## src/hdl/utr_pkg.sv

```systemverilog
// Shared types, constants and helper functions of the trajectory rollout block.
// No dependencies.
package utr_pkg;

  localparam int MAX_POINTS    = 64;
  localparam int CORDIC_STAGES = 16;
  localparam int CORDIC_W      = 32;
  localparam int ITER_W        = $clog2(CORDIC_STAGES + 1);
  localparam int PROD_W        = 49;

  localparam logic signed [CORDIC_W-1:0] CORDIC_GAIN = 32'sd652032874;
  // round half up before the shift by 30
  localparam logic signed [PROD_W-1:0]   ROUND_HALF  = 49'sd536870912;

  typedef enum logic [1:0] {
    REG_STEP_LENGTH = 2'd0,
    REG_FIRST_TURN  = 2'd1,
    REG_TURN_STEP   = 2'd2,
    REG_POINT_COUNT = 2'd3
  } cfg_reg_t;

  typedef enum logic [2:0] {
    ST_IDLE,
    ST_LOAD,
    ST_CORDIC,
    ST_MUL_S,
    ST_MUL_C,
    ST_UPDATE
  } seq_state_t;

  // arctangent of 2^-i in units of 2^-32 turn
  function automatic logic signed [CORDIC_W-1:0] atan_val(input logic [4:0] idx);
    logic signed [CORDIC_W-1:0] r;
    case (idx)
      5'd0:  r = 32'sd536870912;
      5'd1:  r = 32'sd316933406;
      5'd2:  r = 32'sd167458907;
      5'd3:  r = 32'sd85004756;
      5'd4:  r = 32'sd42667331;
      5'd5:  r = 32'sd21354465;
      5'd6:  r = 32'sd10679838;
      5'd7:  r = 32'sd5340245;
      5'd8:  r = 32'sd2670163;
      5'd9:  r = 32'sd1335087;
      5'd10: r = 32'sd667544;
      5'd11: r = 32'sd333772;
      5'd12: r = 32'sd166886;
      5'd13: r = 32'sd83443;
      5'd14: r = 32'sd41722;
      5'd15: r = 32'sd20861;
      5'd16: r = 32'sd10430;
      5'd17: r = 32'sd5215;
      5'd18: r = 32'sd2608;
      5'd19: r = 32'sd1304;
      5'd20: r = 32'sd652;
      5'd21: r = 32'sd326;
      5'd22: r = 32'sd163;
      5'd23: r = 32'sd81;
      default: r = '0;
    endcase
    return r;
  endfunction

  function automatic logic signed [15:0] sat16(input logic signed [19:0] v);
    logic signed [15:0] r;
    if (v > 20'sd32767) begin
      r = 16'sh7fff;
    end else if (v < -20'sd32768) begin
      r = 16'sh8000;
    end else begin
      r = v[15:0];
    end
    return r;
  endfunction

endpackage

```

## src/hdl/utr_cordic.sv

```systemverilog
// Iterative rotation-mode CORDIC: one micro-rotation per cycle, sin/cos of a
// 16-bit binary angle scaled by 2^30. Depends on utr_pkg.
module utr_cordic import utr_pkg::*; (
  input  logic                       clk,
  input  logic                       rst_n,
  input  logic                       start,
  input  logic [15:0]                angle,
  output logic                       done,
  output logic signed [CORDIC_W-1:0] sin_val,
  output logic signed [CORDIC_W-1:0] cos_val
);

  logic signed [CORDIC_W-1:0] x_r, x_nxt, y_r, y_nxt, z_r, z_nxt;
  logic signed [CORDIC_W-1:0] sin_r, sin_nxt, cos_r, cos_nxt;
  logic signed [CORDIC_W-1:0] dx, dy, at;
  logic [1:0]                 quad_r, quad_nxt;
  logic [ITER_W-1:0]          iter_r, iter_nxt;
  logic                       busy_r, busy_nxt, done_r, done_nxt;

  always_comb begin
    dx       = y_r >>> iter_r;
    dy       = x_r >>> iter_r;
    at       = atan_val(5'(iter_r));
    x_nxt    = x_r;
    y_nxt    = y_r;
    z_nxt    = z_r;
    quad_nxt = quad_r;
    iter_nxt = iter_r;
    busy_nxt = busy_r;
    done_nxt = 1'b0;
    sin_nxt  = sin_r;
    cos_nxt  = cos_r;
    if (start) begin
      x_nxt    = CORDIC_GAIN;
      y_nxt    = '0;
      z_nxt    = {2'b00, angle[13:0], 16'h0000};
      quad_nxt = angle[15:14];
      iter_nxt = '0;
      busy_nxt = 1'b1;
    end else if (busy_r) begin
      if (iter_r == ITER_W'(CORDIC_STAGES)) begin
        busy_nxt = 1'b0;
        done_nxt = 1'b1;
        // quadrant fold-back
        case (quad_r)
          2'd0: begin cos_nxt = x_r;  sin_nxt = y_r;  end
          2'd1: begin cos_nxt = -y_r; sin_nxt = x_r;  end
          2'd2: begin cos_nxt = -x_r; sin_nxt = -y_r; end
          default: begin cos_nxt = y_r; sin_nxt = -x_r; end
        endcase
      end else begin
        if (!z_r[CORDIC_W-1]) begin
          x_nxt = x_r - dx;
          y_nxt = y_r + dy;
          z_nxt = z_r - at;
        end else begin
          x_nxt = x_r + dx;
          y_nxt = y_r - dy;
          z_nxt = z_r + at;
        end
        iter_nxt = iter_r + 1'b1;
      end
    end
  end

  always_ff @(posedge clk) begin
    if (!rst_n) begin
      busy_r <= 1'b0;
      done_r <= 1'b0;
      iter_r <= '0;
    end else begin
      busy_r <= busy_nxt;
      done_r <= done_nxt;
      iter_r <= iter_nxt;
    end
  end

  always_ff @(posedge clk) begin
    x_r    <= x_nxt;
    y_r    <= y_nxt;
    z_r    <= z_nxt;
    quad_r <= quad_nxt;
    sin_r  <= sin_nxt;
    cos_r  <= cos_nxt;
  end

  assign done    = done_r;
  assign sin_val = sin_r;
  assign cos_val = cos_r;

endmodule

```

## src/hdl/unicycle_trajectory_rollout_core.sv

```systemverilog
// Unicycle trajectory rollout: one input item yields point_count result items,
// clamped to 1..MAX_POINTS. The origin is registered in ST_LOAD once the output
// is free; each further point runs the 16-iteration CORDIC, then the shared
// scaling multiplier. A new item waits until the last point is registered.
// Reset (synchronous, rst_n low) returns to idle and loads the register defaults.
module unicycle_trajectory_rollout_core import utr_pkg::*; (
  input  logic               clk,
  input  logic               rst_n,
  input  logic               cfg_we,
  input  logic [1:0]         cfg_index,
  input  logic [15:0]        cfg_wdata,
  input  logic               in_valid,
  output logic               in_ready,
  input  logic [15:0]        in_robot_heading,
  input  logic [5:0]         in_trajectory_index,
  output logic               out_valid,
  input  logic               out_ready,
  output logic signed [15:0] out_pos_x,
  output logic signed [15:0] out_pos_y,
  output logic [15:0]        out_heading_offset,
  output logic [5:0]         out_point_index,
  output logic               out_last
);

  // configuration
  logic [15:0] step_length_r, first_turn_r, turn_step_r;
  logic [6:0]  point_count_r;

  always_ff @(posedge clk) begin
    if (!rst_n) begin
      step_length_r <= 16'd128;
      first_turn_r  <= 16'heba1;
      turn_step_r   <= 16'd1159;
      point_count_r <= 7'd10;
    end else if (cfg_we) begin
      case (cfg_reg_t'(cfg_index))
        REG_STEP_LENGTH: step_length_r <= cfg_wdata;
        REG_FIRST_TURN:  first_turn_r  <= cfg_wdata;
        REG_TURN_STEP:   turn_step_r   <= cfg_wdata;
        REG_POINT_COUNT: point_count_r <= cfg_wdata[6:0];
        default: ;
      endcase
    end
  end

  seq_state_t state_r, state_nxt;
  logic [15:0] heading_r, heading_nxt, turn_r, turn_nxt, half_r, half_nxt;
  logic [15:0] off_r, off_nxt;
  logic [5:0]  idx_r, idx_nxt, last_idx_r, last_idx_nxt;
  logic signed [15:0] px_r, px_nxt, py_r, py_nxt;
  logic signed [PROD_W-1:0] prod_r, prod_nxt;

  logic        out_valid_r, out_valid_nxt, out_last_r, out_last_nxt;
  logic signed [15:0] out_x_r, out_x_nxt, out_y_r, out_y_nxt;
  logic [15:0] out_off_r, out_off_nxt;
  logic [5:0]  out_idx_r, out_idx_nxt;

  logic        cordic_start, cordic_done;
  logic [15:0] cordic_angle, turn_calc;
  logic [21:0] turn_prod;
  logic signed [CORDIC_W-1:0] sin_val, cos_val, mul_op;
  logic signed [18:0] delta;
  logic signed [19:0] sum_x, sum_y;
  logic        is_last;

  utr_cordic u_cordic (
    .clk     (clk),
    .rst_n   (rst_n),
    .start   (cordic_start),
    .angle   (cordic_angle),
    .done    (cordic_done),
    .sin_val (sin_val),
    .cos_val (cos_val)
  );

  assign turn_prod    = in_trajectory_index * turn_step_r;
  assign turn_calc    = first_turn_r + turn_prod[15:0];
  assign cordic_angle = heading_r + off_r + half_r;
  assign is_last      = (idx_r == last_idx_r);
  // scaled displacement, Q10.8
  assign delta        = prod_r[PROD_W-1:30];
  assign sum_x        = 20'(px_r) - 20'(delta);
  assign sum_y        = 20'(py_r) + 20'(delta);
  assign mul_op       = (state_r == ST_MUL_S) ? sin_val : cos_val;

  always_comb begin
    state_nxt     = state_r;
    heading_nxt   = heading_r;
    turn_nxt      = turn_r;
    half_nxt      = half_r;
    off_nxt       = off_r;
    idx_nxt       = idx_r;
    last_idx_nxt  = last_idx_r;
    px_nxt        = px_r;
    py_nxt        = py_r;
    prod_nxt      = $signed({1'b0, step_length_r}) * mul_op + ROUND_HALF;
    out_valid_nxt = out_valid_r && !out_ready;
    out_last_nxt  = out_last_r;
    out_x_nxt     = out_x_r;
    out_y_nxt     = out_y_r;
    out_off_nxt   = out_off_r;
    out_idx_nxt   = out_idx_r;
    cordic_start  = 1'b0;
    in_ready      = (state_r == ST_IDLE);

    case (state_r)
      ST_IDLE: begin
        if (in_valid) begin
          heading_nxt = in_robot_heading;
          turn_nxt    = turn_calc;
          half_nxt    = {turn_calc[15], turn_calc[15:1]};
          off_nxt     = '0;
          idx_nxt     = '0;
          px_nxt      = '0;
          py_nxt      = '0;
          if (point_count_r == 7'd0) begin
            last_idx_nxt = '0;
          end else if (point_count_r > 7'(MAX_POINTS)) begin
            last_idx_nxt = 6'(MAX_POINTS - 1);
          end else begin
            last_idx_nxt = 6'(point_count_r - 7'd1);
          end
          state_nxt = ST_LOAD;
        end
      end
      ST_LOAD: begin
        if (!out_valid_r || out_ready) begin
          out_valid_nxt = 1'b1;
          out_x_nxt     = px_r;
          out_y_nxt     = py_r;
          out_off_nxt   = off_r;
          out_idx_nxt   = idx_r;
          out_last_nxt  = is_last;
          if (is_last) begin
            state_nxt = ST_IDLE;
          end else begin
            cordic_start = 1'b1;
            state_nxt    = ST_CORDIC;
          end
        end
      end
      ST_CORDIC: begin
        if (cordic_done) begin
          state_nxt = ST_MUL_S;
        end
      end
      ST_MUL_S: begin
        state_nxt = ST_MUL_C;
      end
      ST_MUL_C: begin
        px_nxt    = sat16(sum_x);
        state_nxt = ST_UPDATE;
      end
      ST_UPDATE: begin
        py_nxt    = sat16(sum_y);
        off_nxt   = off_r + turn_r;
        idx_nxt   = idx_r + 6'd1;
        state_nxt = ST_LOAD;
      end
      default: state_nxt = ST_IDLE;
    endcase
  end

  always_ff @(posedge clk) begin
    if (!rst_n) begin
      state_r     <= ST_IDLE;
      out_valid_r <= 1'b0;
    end else begin
      state_r     <= state_nxt;
      out_valid_r <= out_valid_nxt;
    end
  end

  always_ff @(posedge clk) begin
    heading_r  <= heading_nxt;
    turn_r     <= turn_nxt;
    half_r     <= half_nxt;
    off_r      <= off_nxt;
    idx_r      <= idx_nxt;
    last_idx_r <= last_idx_nxt;
    px_r       <= px_nxt;
    py_r       <= py_nxt;
    prod_r     <= prod_nxt;
    out_last_r <= out_last_nxt;
    out_x_r    <= out_x_nxt;
    out_y_r    <= out_y_nxt;
    out_off_r  <= out_off_nxt;
    out_idx_r  <= out_idx_nxt;
  end

  assign out_valid          = out_valid_r;
  assign out_pos_x          = out_x_r;
  assign out_pos_y          = out_y_r;
  assign out_heading_offset = out_off_r;
  assign out_point_index    = out_idx_r;
  assign out_last           = out_last_r;

endmodule

```

## config.mk

```make
export PLATFORM = sky130hd
export DESIGN_NAME = unicycle_trajectory_rollout_core
export DESIGN_NICKNAME = d
export VERILOG_FILES = /design/src/hdl/utr_pkg.sv /design/src/hdl/utr_cordic.sv /design/src/hdl/unicycle_trajectory_rollout_core.sv
export SDC_FILE = /design/constraint.sdc
export NUM_CORES = 2
export LEC_CHECK = 0
export BUFFER_PORTS_ARGS = -buffer_cell sky130_fd_sc_hd__buf_4
export CAP_MARGIN = 20
export CORE_AREA = 2 2 461 463
export CTS_CLUSTER_SIZE = 8
export DETAILED_ROUTE_END_ITERATION = 10
export DIE_AREA = 0 0 463 465
export PLACE_DENSITY = 0.48
export SLEW_MARGIN = 10
export SYNTH_ARGS = -nofsm -noshare
export SYNTH_HDL_FRONTEND = slang
export SYNTH_SLANG_ARGS = --single-unit
```

## constraint.sdc

```tcl
create_clock -name clk -period 9.8 [get_ports clk]
set_clock_uncertainty 0.15 [all_clocks]
set_input_delay 1.96 -clock clk [delete_from_list [all_inputs] [get_ports clk]]
set_output_delay 1.96 -clock clk [all_outputs]
set_load 0.03 [all_outputs]
```

**Word-level counts from Yosys, hierarchy flattened**

Memories as Yosys holds them, arrays and structs flattened. A register that Yosys moved wholly into a read port is not among the register bits.
Cells that the tools add are included.

- Flip-flop bits (word level): 439
- Memory bits (read-only): 960
- Input bits: 45
- Output and inout port bits: 57
- Word-level logic and storage cells: 139
- Memories kept: 1

Memory list:

| memory | words | width | read ports | clocked after memory_dff | wr ports | line | RTL |
|---|---|---|---|---|---|---|---|
| (no name shown) | 32 | 30 | 1 | 1 | 0 | utr_pkg.sv:34 | `case (idx)` |

- Add/sub/neg operators: 18
- Multipliers: 2
- Order comparisons: 5
- Equal/unequal tests: 16
- Shifts and indexed selects: 2
- Muxes and demuxes: 36
- Bitwise operators: 4
- Reductions and logical operators: 25

Operator list:

| cell | count |
|---|---|
| $pmux W32 S3 | 2 |
| $mux W32 | 4 |
| $add A32 B32 Y32 | 3 |
| $pmux W16 S2 | 3 |
| $sub A32 B32 Y32 | 3 |
| $mux W30 | 3 |
| $mux W16 | 5 |
| $add A16 B16 Y16 | 4 |
| $neg A32 Y32 | 2 |
| $sshr A32 B5 Y32 | 2 |
| $add A49 B31 Y49 const B | 1 |
| $mul A17 B32 Y49 | 1 |
| $gt A20 B16 Y1 const B | 2 |
| $lt A20 B16 Y1 const B | 2 |
| $add A16 B19 Y20 | 1 |
| $reduce_and A2 Y1 | 10 |
| $sub A16 B19 Y20 | 1 |
| $pmux W3 S6 | 1 |
| $mul A6 B16 Y16 | 1 |
| $mux W6 | 2 |
| $pmux W6 S2 | 1 |
| $mux W5 | 2 |
| $mux W1 | 9 |
| $mux W3 | 3 |
| other kinds (25) | 40 |

**Logic depth before layout (Yosys ltp)**

- Depth in word-level cells: 6
- Mapped depth: 30
- Mapped depth without buffers: 28

**Cells and area by module**

From an unflattened synthesis, not the netlist that was laid out.

- Cells, all modules: 5917
- Area, all modules: 53107.2 um^2

By module, submodules not included:

| module | times used | cells each | area an instance (um^2) | sequential area each (um^2) |
|---|---|---|---|---|
| unicycle_trajectory_rollout_core | 1 | 3374 | 32402.3 | 5975.7 |
| utr_cordic | 1 | 2543 | 20704.9 | 4784.6 |

**Worst setup path before layout**

OpenSTA, ideal clock, no wires.

- Path kind: input to register
- From: input port out_ready
- To: register u_cordic.cos_r[0], in the netlist u_cordic.cos_val[0], enable pin
- Library setup time: 580 ps
- Arrival time: 7479 ps
- Required time: 9070 ps
- Path slack: 1592 ps
- Stages on the path: 6
- Path buffers: 1
- Path through: nor2b_1 > a31o_2 > or2_2 > clkbuf_1 > clkinv_1 > nor3b_1

- Cells in the longest elaborated chain, start to end: 5

RTL lines:

| element | line | RTL |
|---|---|---|
| from (decl) | unicycle_trajectory_rollout_core.sv:17 | `input logic out_ready,` |
| $logic_or A1 B1 Y1 | unicycle_trajectory_rollout_core.sv:127 | `if (!out_valid_r \|\| out_ready) begin` |
| $mux W1 | unicycle_trajectory_rollout_core.sv:127 |  |
| $mux W1 | unicycle_trajectory_rollout_core.sv:106 | `case (state_r)` |
| $not A1 Y1 (no source line) | n/a |  |
| $reduce_and A3 Y1 (no source line) | n/a |  |
| to (signal assigned) | utr_cordic.sv:84 | `cos_r <= cos_nxt;` |
| to (decl) | utr_cordic.sv:14 | `logic signed [CORDIC_W-1:0] sin_r, sin_nxt, cos_r, cos_nxt;` |

Every way passes these cells.
A chain may end at the register's enable or synchronous reset.

**Worst setup path after layout**

- From: register u_cordic.iter_r[1]
- To: register u_cordic.y_r[31]

- Cells in the longest elaborated chain, start to end: 3
- Elaborated cells on any way between the ends: 7
- Those cells by class: add/sub: 2; eq/ne: 1; shift: 1; mux: 1; bitwise: 1; reduce/logical: 1

RTL lines:

| element | line | RTL |
|---|---|---|
| from (decl) | utr_cordic.sv:17 | `logic [ITER_W-1:0] iter_r, iter_nxt;` |
| from (signal assigned) | utr_cordic.sv:74 | `iter_r <= iter_nxt;` |
| $sshr A32 B5 Y32 or $eq A5 B5 Y1 (tied branches) | utr_cordic.sv:22, utr_cordic.sv:41 |  |
| $add A32 B32 Y32 (tied with other cells) | utr_cordic.sv:54 | `y_nxt = y_r + dy;` |
| $mux W32 or $reduce_and A2 Y1 (tied branches) | n/a |  |
| to (signal assigned) | utr_cordic.sv:80 | `y_r <= y_nxt;` |
| to (decl) | utr_cordic.sv:13 | `logic signed [CORDIC_W-1:0] x_r, x_nxt, y_r, y_nxt, z_r, z_nxt;` |

Parallel ways exist; a longest one is shown, timed or not.

==> results.yml <==
status:
  status: "completed"
critical_path:
  crit_arrival_ns: 8.84
  cp-start-kind: "register"
  crit-reg2reg-launch: "u_cordic.iter_r[1]$_SDFFE_PP0P_"
  critPathCaptureType: "register"
  startpoint: "u_cordic.iter_r[1]$_SDFFE_PP0P_"
  cp.required_ns: 10.23
  crit_type: "register to register"
  cp_max_fo: 61
power_and_ir_drop:
  power.switching_uw: 6200
  p_leak_uw: 0.0251
  ir_worst_vdd_mv: 0.152
  clkPwrFrac: 0.154
  combPwrFrac: 0.627
  power_frac_seq: 0.218
  power_density_nw_per_um2: 230
  p_total_uw: 13300
  p_int_uw: 7100
  swShare: 0.466
route:
  remaining_drc_errors: 0
  wl_per_cell_um: 17.6
  drt_iter0_drc: 2744
  vias: 39900
  vias_per_cell: 4.64
  drtAntennaViolNets: 0
  wl_um: 152000
  firstDrtPassIters: 6
placement:
  dpl.hpwl_um: 118000
  placed_cell_area_um2: 56000
  place.gp.congestion: 0.907
  portBuffers: 101
cts:
  cts_buffer_depth: 3
  htree_levels: 2
  cts_setup_buffers: 0
  clk_pin_slew_worst_paths_ns: 0.05
  numCtsBuffers: 61
  cts_resized: 0
  cts_tree: "yes"
  cts_root_buffer: "clkbuf_16"
  ctsHoldBuffers: 0
  clock_sinks: 424
  clk_latency_ns: 0.69
yosys:
  synth_edf_count: 227
  ys_seq_area_frac: 0.206
  synth_fp_nets: 6761
  synth_ff_type: "edfxtp_1"
  netlist_area_um2: 52300
  synth_area_leaders: "fa_1 (22%), edfxtp_1 (13%), ha_1 (8.2%)"
  ys_seq_elements: 424
  synth_cell_types: 105
  synth_top_area_share: 0.217
  syn_avg_cell_area_um2: 9.01
  yosys.area.top_type: "fa_1"
  synth_warnings: 0
  syn_inst: 5807
  async_flop_share: 0
sta:
  max_freq_mhz: 119
  period_needed_ns: 8.41
  finalSetupViolations: 0
  tightest_slew_ns: 1.09
  slew_headroom: 0.275
  finalCritPeriodShare: 0.858
  drv_slew: 0
  tns_ns: 0
  hold_viol_final: 0
  rsz0062_at_grt: "false"
floorplanning:
  die_x_um: 463
  io_pins: 102
  start_util: 0.248
  dieHeight_um: 465
  die-area_um2: 215000
  core_um2: 211000
  core.rowCount: 169
global_route:
  grt_pass1_wl_um: 242000
  antenna_found_initial: 6
  grt_usage: 0.140
  grt_max_degree: 100
  first_global_vias: 41300
  grt_overflow: 0
final_layout:
  fin_nets: 6690
  final_common_cell: "inv_1"
  finalInstanceArea_um2: 57800
  seq_area_um2: 10800
  multi_input_area_um2: 37300
  layout-drive-gt1-share: 0.0789
  area_growth_pct: 10.4
  final_cell_mix: "inv_1 (808), nand2_1 (669), fa_1 (567), ha_1 (342), a21oi_1 (305)"
  fill_cells: 22400
flow_run:
  maxCapViolCount: 0
hold_path:
  min_from: "px_r[0]$_SDFFCE_PN0P_"
  hp-class: "register to register"
## worst max-delay path, cell delays in order, from the launching register on
cell      delay (ns)
dfxtp_4         0.90
buf_4           0.55
mux2_2          0.42
mux2i_1         0.25
a221oi_1        0.14
a221oi_1        0.68
ha_1            0.30
and2_1          0.22
and3_1          0.18
buf_4           0.15
and2_1          0.24
o32ai_1         0.12
a21oi_1         0.35
ha_1            0.38
a211oi_1        0.24
o21ai_0         0.17
or3_1           0.40
o21ai_1         0.56
o31ai_1         0.30
a41o_1          0.34
o41a_1          0.35
a211oi_1        0.27
xnor2_1         0.10
or3_1           0.31
a21oi_1         0.14
## cells in the mapped netlist (9+ instances only)
master	n
o211ai_1	36
ha_1	342
nand2_1	671
dfxtp_1	197
edfxtp_1	227
nand3b_1	9
nor3b_1	14
xor2_1	140
nand3_1	77
mux2_2	53
a22oi_1	16
nor4_1	12
or2_2	11
a211o_1	10
a21o_1	66
nor2b_1	157
buf_1	35
a31oi_1	43
or4_1	9
nor2_1	288
clkbuf_1	236
and3_1	17
a211oi_1	28
a21boi_0	57
o31ai_1	17
xnor2_1	219
fa_1	567
or3_1	37
nor3_1	82
and2_1	261
o22ai_1	31
a21oi_1	305
mux4_2	88
inv_1	809
o21ai_0	206
o21bai_1	26
a221oi_1	10
o21a_1	27
buf_2	25
nand4_1	26
nand2b_1	71
mux2i_1	62
## power groups by stage
stage | registers [uW] | clock network, uW | logic, uW
finish | 2910 | 2050 | 8350
detailed placement | 2930 | 0 | 8310
CTS | 2890 | 2130 | 8370
global placement | 2920 | 0 | 8240
floorplan | 2530 | 0 | 6640
global route | 2950 | 2190 | 9420
## per-layer routing
metal,global-route usage,vias to the layer above,share of wire
met4,0.0400,0,0.030
met3,0.0129,209,0.039
met5,0,-,0
met2,0.239,872,0.47
li1,-,19100,-
met1,0.189,19700,0.46
## state kept, by name (all words and copies together) (netlist names), 19 cells and up
| name | cells |
|---|---|
| u_cordic.sin_val | 32 |
| u_cordic.z_r | 32 |
| u_cordic.x_r | 32 |
| u_cordic.y_r | 32 |
| prod_r | 19 |
| u_cordic.cos_val | 32 |
| u_cordic.at | 30 |
## layout make-up
class                           count  area share
Multi-Input combinational cell   4256       0.645
Sequential cell                   424       0.186
Inverter                          815      0.0529
Tap cell                         2821      0.0611
Clock buffer                      103      0.0307
Clock inverter                      2    0.000693
Antenna cell                        4    0.000173
Timing Repair Buffer              178      0.0234
## cell families (layout without fill, tap and decap cells)
family,Yosys count,after routing,synth area share
compound gates,991,991,0.121
xor+xnor,359,359,0.0601
fa+ha+maj,910,910,0.299
buf+inv,1127,1098,0.0832
flops,424,424,0.206
mux,206,206,0.0626
other cells,0,4,0
simple gates,1790,1790,0.169
## final timing paths
kind / to / slack [ns] / cells past startpoint
setup reg to reg: u_cordic.y_r[31]$_SDFFE_PP0P_ / 1.39 / 24
hold / removal: out_pos_x[0]$_DFFE_PP_ / 0.30 / 0
hold reg to reg: out_pos_x[0]$_DFFE_PP_ / 0.30 / 0
setup / recovery: u_cordic.y_r[31]$_SDFFE_PP0P_ / 1.39 / 24
## per-stage QoR
step	std cells	utilization	worst slack, ns	hold slack (ns)
2_1_floorplan	5807	-	1.59	0.276
3_3_place_gp	8491	0.265	1.31	0.297
3_5_place_dp	8493	0.265	1.19	0.292
4_1_cts	8598	0.274	1.23	0.303
5_1_grt	8602	0.274	0.814	0.329
6_report	8603	0.274	1.39	0.301
No activity file was read; power rests on OpenSTA's default activity.
